### config.mk
export PLATFORM = sky130hd
export DESIGN_NAME = sths_cell
export DESIGN_NICKNAME = d
export VERILOG_FILES = /design/src/sv/sths_pkg.sv /design/src/sv/sths_cell.sv
export SDC_FILE = /design/constraint.sdc
export NUM_CORES = 1
export LEC_CHECK = 0
export BUFFER_PORTS_ARGS = -buffer_cell sky130_fd_sc_hd__buf_2
export CAP_MARGIN = 20
export CORE_AREA = 2 2 153 155
export DETAILED_ROUTE_END_ITERATION = 16
export DIE_AREA = 0 0 155 157
export SYNTH_ARGS = -nofsm -noshare
export SYNTH_HDL_FRONTEND = slang
export SYNTH_SLANG_ARGS = --single-unit
### constraint.sdc
create_clock -name clk_i -period 3.8 [get_ports clk_i]
set_input_delay 0.19 -clock clk_i [delete_from_list [all_inputs] [get_ports clk_i]]
set_output_delay 0.19 -clock clk_i [all_outputs]
set_load 0.005 [all_outputs]
### src/sv/sths_pkg.sv
`timescale 1ns / 1ps
// ----------------------------------------------------------------------------
// sths_pkg: shared types and constants of the sorted timestamp history store
// reading and result payloads, cell control word, sizing constants
// ----------------------------------------------------------------------------
package sths_pkg;

  // number of history entries (one cell each)
  localparam int CAPACITY = 256;
  localparam int CNT_W    = $clog2(CAPACITY + 1);

  localparam longint unsigned MIN_MS  = 64'd60000;
  localparam longint unsigned HOUR_MS = 60 * MIN_MS;
  localparam longint unsigned TOL_MS  = 5 * MIN_MS;
  // width of range_hours times HOUR_MS
  localparam int SPAN_W = 27;

  typedef enum logic [1:0] {
    OP_HOLD   = 2'd0,
    OP_UPDATE = 2'd1,
    OP_INSERT = 2'd2,
    OP_EVICT  = 2'd3
  } sths_op_e;

  typedef struct packed {
    logic     en;
    sths_op_e op;
  } sths_ctl_t;

  typedef struct packed {
    logic               reading_valid;
    logic [63:0]        timestamp_ms;
    logic signed [15:0] glucose_value;
    logic               last_in_batch;
    logic [63:0]        now_ms;
    logic [4:0]         range_hours;
  } sths_in_t;

  typedef struct packed {
    logic        changed;
    logic        batch_changed;
    logic [8:0]  entry_count;
    logic [31:0] generation;
    logic        covered;
  } sths_out_t;

endpackage

### src/sv/sths_cell.sv
`timescale 1ns / 1ps
// ----------------------------------------------------------------------------
// sths_cell: one history entry of the sorted chain
// compares its timestamp against the reading, then keeps, updates or shifts
// ----------------------------------------------------------------------------
module sths_cell (
  input  logic                 clk_i,
  input  logic                 cmp_en_i,
  input  sths_pkg::sths_ctl_t  ctl_i,
  input  logic                 occ_i,
  input  logic [63:0]          ts_i,
  input  logic signed [15:0]   val_i,
  input  logic [63:0]          left_time_i,
  input  logic signed [15:0]   left_val_i,
  input  logic                 left_lt_i,
  input  logic [63:0]          right_time_i,
  input  logic signed [15:0]   right_val_i,
  input  logic                 right_lt_i,
  output logic [63:0]          time_o,
  output logic signed [15:0]   val_o,
  output logic                 lt_o,
  output logic                 eq_o,
  output logic                 diff_o,
  output logic [63:0]          time_nxt_o
);

  logic [63:0]        time_q, time_d;
  logic signed [15:0] val_q, val_d;
  logic               lt_q, eq_q, diff_q;

  // compare phase
  always_ff @(posedge clk_i) begin
    if (cmp_en_i) begin
      lt_q   <= occ_i && (time_q < ts_i);
      eq_q   <= occ_i && (time_q == ts_i);
      diff_q <= occ_i && (time_q == ts_i) && (val_q != val_i);
    end
  end

  // apply phase
  always_comb begin
    time_d = time_q;
    val_d  = val_q;
    case (ctl_i.op)
      sths_pkg::OP_UPDATE: begin
        if (eq_q) begin
          val_d = val_i;
        end
      end
      sths_pkg::OP_INSERT: begin
        // older entries stay, the slot at the insert point takes the reading
        if (!lt_q) begin
          if (!left_lt_i) begin
            time_d = left_time_i;
            val_d  = left_val_i;
          end else begin
            time_d = ts_i;
            val_d  = val_i;
          end
        end
      end
      sths_pkg::OP_EVICT: begin
        // older part moves down one slot, oldest falls off
        if (lt_q) begin
          if (right_lt_i) begin
            time_d = right_time_i;
            val_d  = right_val_i;
          end else begin
            time_d = ts_i;
            val_d  = val_i;
          end
        end
      end
      default: begin
      end
    endcase
  end

  always_ff @(posedge clk_i) begin
    if (ctl_i.en) begin
      time_q <= time_d;
      val_q  <= val_d;
    end
  end

  assign time_o     = time_q;
  assign val_o      = val_q;
  assign lt_o       = lt_q;
  assign eq_o       = eq_q;
  assign diff_o     = diff_q;
  assign time_nxt_o = time_d;

endmodule

# Yosys cells after proc, flatten, opt, wreduce, memory -nomap -nowiden
# Index checks and enable logic that the tools add are counted.
# W data, S select, Z words.
# classes
magnitude_cmp	1
n_eq_ne	8
mux	11
n_reduce_logical	5
# op_table
cell	n
$mux W64	4
$pmux W64 S2	1
$mux W16	5
$eq A64 B64 Y1	1
$lt A64 B64 Y1	1
$pmux W16 S3	1
$ne A16 B16 Y1	1
$ne A2 B2 Y1 const B	3
$reduce_and A5 Y1	1
$eq A2 B2 Y1 const B	2
$logic_and A1 B1 Y1	3
$reduce_bool A3 Y1	1
$eq A2 B1 Y1 const B	1
# word_totals
reg_bits	83
in_bits	248
output_inout_bits	147

# Longest topological paths before layout
# logic_depth
ltp_word	3
ltp_mapped	9
ltp_nobuf	8

# Worst setup path before layout
# No wires, ideal clock.
# synth_timing
path_kind	flip-flop to flip-flop
from	register lt_q, in the netlist lt_o
to	register val_q[0], in the netlist val_o[0] (enable)
setup_ps	373
arrival_ps	1551
path_slack_ps	1875
stages_incl_launch_ff	7
n_path_buf	2
path_cell_list	edfxtp_1 > or2_1 > buf_6 > nand2_4 > and2_1 > buf_4 > o21a_1
# synth_between
elab_chain_cells	2
# synth_lines
item	line_no	text
from (decl)	sths_cell.sv:29	logic lt_q, eq_q, diff_q;
from (signal assigned)	sths_cell.sv:34	lt_q <= occ_i && (time_q < ts_i);
$ne A2 B2 Y1 (no line)	-	
$reduce_and A5 Y1 (no line) (*)	-	
to (signal assigned)	sths_cell.sv:82	val_q <= val_d;
to (decl)	sths_cell.sv:28	logic signed [15:0] val_q, val_d;
# Every way passes the cells marked *; elsewhere a longest branch is shown, timed or not.
# A chain may end at the register's enable or synchronous reset.

# Final worst setup path
# layout_timing
from	register lt_q, in the netlist lt_o
to	output port time_nxt_o[34]
# layout_between
elab_chain_cells	2
# layout_lines
item	line_no	text
$mux W64 (on tied branches)	sths_cell.sv:64, sths_cell.sv:52	
$pmux W64 S2 (*)	sths_cell.sv:44	case (ctl_i.op)
to (decl)	sths_cell.sv:24	output logic [63:0] time_nxt_o
# Marked as above.

==> implementation parameters <==
Parameter                              Value

Synthesis
  Register bit count reported by yosys ... 83
  Post-synth cell types ... 46
  EDFF count, synth ... 83
  Count of mapped cells out of synthesis ... 753
  Biggest area contributors in the synthesized netlist ... sky130_fd_sc_hd__edfxtp_1 37%, sky130_fd_sc_hd__ha_1 12%, sky130_fd_sc_hd__nand2_1 6.9%, sky130_fd_sc_hd__mux2_2 5.8%, sky130_fd_sc_hd__a21oi_1 4.4%
  Most instantiated library cell after synthesis ... sky130_fd_sc_hd__nand2_1
  Post-synth top cells ... 125 x sky130_fd_sc_hd__nand2_1, 83 x sky130_fd_sc_hd__edfxtp_1, 67 x sky130_fd_sc_hd__inv_1
  Netlist Area Pre-Place ... 0.006789 sq mm
  Dominant cell type by area after synthesis ... sky130_fd_sc_hd__edfxtp_1
  Proportion of synthesized flip-flops having asynchronous set or reset ... 0%
  Average cell area after synthesis ... 9.016 sq um
  Leading register cell type out of synthesis ... sky130_fd_sc_hd__edfxtp_1
  Share of the synthesized area in the top cell type ... 36.71%
  Sequential fraction of the synthesis area ... 36.71%
  YS warnings ... 0
  Number of nets produced by synthesis ... 1,065

Timing
  Final worst-path setup slack ... 665.8 ps
  # setup viols final ... 0
  Total Neg Setup Slack ... 0 ps
  Final worst path period need ... 3134 ps
  Max-slew violation count ... 0
  Hold violation total from the final report ... 0
  Headroom to the max-slew limit ... 35.15%
  Hold slack ... 127.4 ps
  Highest achievable clock rate ... 0.3191 GHz
  Worst clock skew ... 12.82 ps
  Final worst path period share ... 82.48%
  Setup repair after global routing missed its margin ... no
  Slew at the pin closest to its max-slew limit ... 970.8 ps

Die
  Top-level port count ... 395
  Die outline area ... 0.02434 sq mm
  Area inside the core boundary ... 0.02250 sq mm
  Y dimension of the die ... 157 um
  Initial core utilization ... 30.17%
  Die Width ... 155 um
  Std cell rows ... 55

CTS
  CTS clk-pin slew, worst paths ... 60 ps
  Clk_lat worst skew ... 350 ps
  Num CTS Buffers ... 9
  Total setup buffers inserted after CTS ... 0
  Number of H-tree levels ... 3
  Worst-case clock buffer depth ... 2
  Hold-fix buffer count after cts ... 0
  Clock Sink Count ... 83
  CTS Root Cell ... sky130_fd_sc_hd__clkbuf_16
  CTS tree ... built
  Post-cts resize count ... 0

Pwr
  Leak Pwr ... 4.503 nW
  Pwr dens ... 327.9 mW/mm^2
  Worst supply voltage drop on vdd ... 184.5 uV
  Total power of the final layout ... 3.042 mW

Drt
  Count of routing violations after the opening detailed-route iteration ... 563
  Total via count after detailed routing ... 7,398
  Avg Vias per Cell ... 5.225
  ANT nets after route ... 0
  Routed wire length ... 27,960 um
  Residual DRC count ... 0
  DR WL/cell ... 19.75 um
  Iteration count of the initial detailed-routing pass ... 10

Global routing
  Number of antenna violations at the first check in global routing ... 2
  Largest net degree at the start of global routing ... 45
  Remaining Overflow, GRT ... 0
  Number of global-route vias before repair ... 7,369
  Overall Global Routing Usage ... 21.93%
  Wire length of the first global-routing pass ... 40,850 um

Critical path
  Arrival time at the worst endpoint ... 2940 ps
  Worst R2R Setup Slack ... 1200 ps
  Biggest fanout along the worst timing path ... 28
  Critical Path Start Type ... flop
  Largest stage delay on the critical path ... 720 ps
  Critical Path Slowest Stage Cell ... sky130_fd_sc_hd__nor3b_4
  Endpoint class of the critical path ... output port
  Worst path required time ... 3610 ps
  Family of cells with the greatest summed delay on the critical path ... simple AND/OR/NAND/NOR gates
  Worst Setup Path Type ... reg2out
  Sum of buffers and inverters on the critical path ... 2
  Cell chain of the critical path ... or2_2 > nor3b_4 > buf_4 > a222oi_1 > nand2_1 > buf_2

Finish
  Final cell count without fillers ... 1,416
  Fraction of layout instances using a drive strength above 1 ... 41.10%
  Area growth from synthesis to layout ... 36.62%
  Fin util ... 41.22%
  Post-route cell area ... 0.009275 sq mm
  Filler cells ... 2,279
  Nets@finish ... 1,437

Placement
  Worst setup timing slack at the placement stage ... 1063 ps
  Placed wire-length estimate ... 21,860 um
  Placed cell area ... 0.008980 sq mm
  DP Cell Count ... 1,398
  Number of buffer cells added on primary ports ... 394
  Final weighted congestion in routability-driven placement ... 0.8534

Status
  Run status ... finished clean

Worst hold path
  Type of the worst min-delay path ... in2reg

Run
  Count of maximum capacitance violations ... 0
==> cells in the final DEF, fill, tap and decap left out, types with 2 or more instances in the layout <==
cell / n
sky130_fd_sc_hd__a222oi_1: 30
sky130_fd_sc_hd__mux2i_1: 15
sky130_fd_sc_hd__clkbuf_16: 9
sky130_fd_sc_hd__o22ai_1: 34
sky130_fd_sc_hd__buf_2: 392
sky130_fd_sc_hd__inv_1: 67
sky130_fd_sc_hd__a21o_1: 6
sky130_fd_sc_hd__xor2_1: 8
sky130_fd_sc_hd__o21ai_0: 56
sky130_fd_sc_hd__nor3_1: 2
sky130_fd_sc_hd__nand2_2: 2
sky130_fd_sc_hd__nor4_1: 4
sky130_fd_sc_hd__a211oi_1: 2
sky130_fd_sc_hd__xnor2_1: 8
sky130_fd_sc_hd__clkinvlp_4: 2
sky130_fd_sc_hd__a22o_1: 15
sky130_fd_sc_hd__a221o_1: 2
sky130_fd_sc_hd__a21oi_1: 60
sky130_fd_sc_hd__mux2_2: 35
sky130_fd_sc_hd__nand3_1: 11
sky130_fd_sc_hd__a221oi_1: 3
sky130_fd_sc_hd__nor2_1: 40
sky130_fd_sc_hd__nand2_1: 125
sky130_fd_sc_hd__ha_1: 64
sky130_fd_sc_hd__nand4_1: 13
sky130_fd_sc_hd__diode_2: 2
sky130_fd_sc_hd__clkinv_1: 2
sky130_fd_sc_hd__and4_1: 2
sky130_fd_sc_hd__edfxtp_1: 83
sky130_fd_sc_hd__buf_4: 15
==> logic make-up after synthesis <==
group / after synthesis / synth area share (%)
buf+inv: 113 / 7.464
mux: 50 / 8.017
flops: 83 / 36.71
fa+ha+maj: 64 / 11.80
xor+xnor: 16 / 2.064
compound gates: 216 / 20.55
simple gates: 211 / 13.40
==> worst paths after layout <==
| path | start | endpoint | depth (start not counted) |
|---|---|---|---|
| setup / recovery | lt_o$_DFFE_PP_ | time_nxt_o[34] | 6 |
| hold / removal | cmp_en_i | diff_o$_DFFE_PP_ | 1 |
| setup reg to reg | lt_o$_DFFE_PP_ | time_o[34]$_DFFE_PP_ | 5 |
| hold reg to reg | time_o[57]$_DFFE_PP_ | time_o[57]$_DFFE_PP_ | 2 |
==> power breakdown <==
group	leakage (nW)	internal, mW	total (mW)	switching, mW
clock network	0.132	0.501	0.896	0.395
registers	0.804	1.12	1.19	0.0702
logic	3.57	0.440	0.956	0.516
total	4.50	2.06	3.04	0.981
==> worst register-to-register path, cell delays in order (launching register included) <==
cell                       delay, ps
sky130_fd_sc_hd__edfxtp_1        440
sky130_fd_sc_hd__or2_2           590
sky130_fd_sc_hd__nor3b_4         730
sky130_fd_sc_hd__buf_4           400
sky130_fd_sc_hd__a222oi_1        160
sky130_fd_sc_hd__nand2_1         150
==> registers in the layout, indices dropped and copies added, names as in the netlist <==
name,count
time_o,64
lt_o,1
val_o,16
diff_o,1
eq_o,1
==> routing by layer <==
metal  GRT usage [%]  vias up  wire length, um
li1                -     3538                -
met1           25.57     3456            11350
met2           39.87      369            14000
met3           4.130       35             1968
met4           8.377        0              646
met5               0        -                0
==> final cells by class <==
cell class	count	area (sq um)	area share, %
Multi-Input combinational cell	557	3812	41.10
Sequential cell	83	2492	26.87
Timing Repair Buffer	407	2074	22.37
Tap cell	285	356.6	3.845
Inverter	67	251.5	2.711
Clock buffer	9	225.2	2.428
Clock inverter	6	57.56	0.6205
Antenna cell	2	5.005	0.05396
No activity file was read; power rests on OpenSTA's default activity.
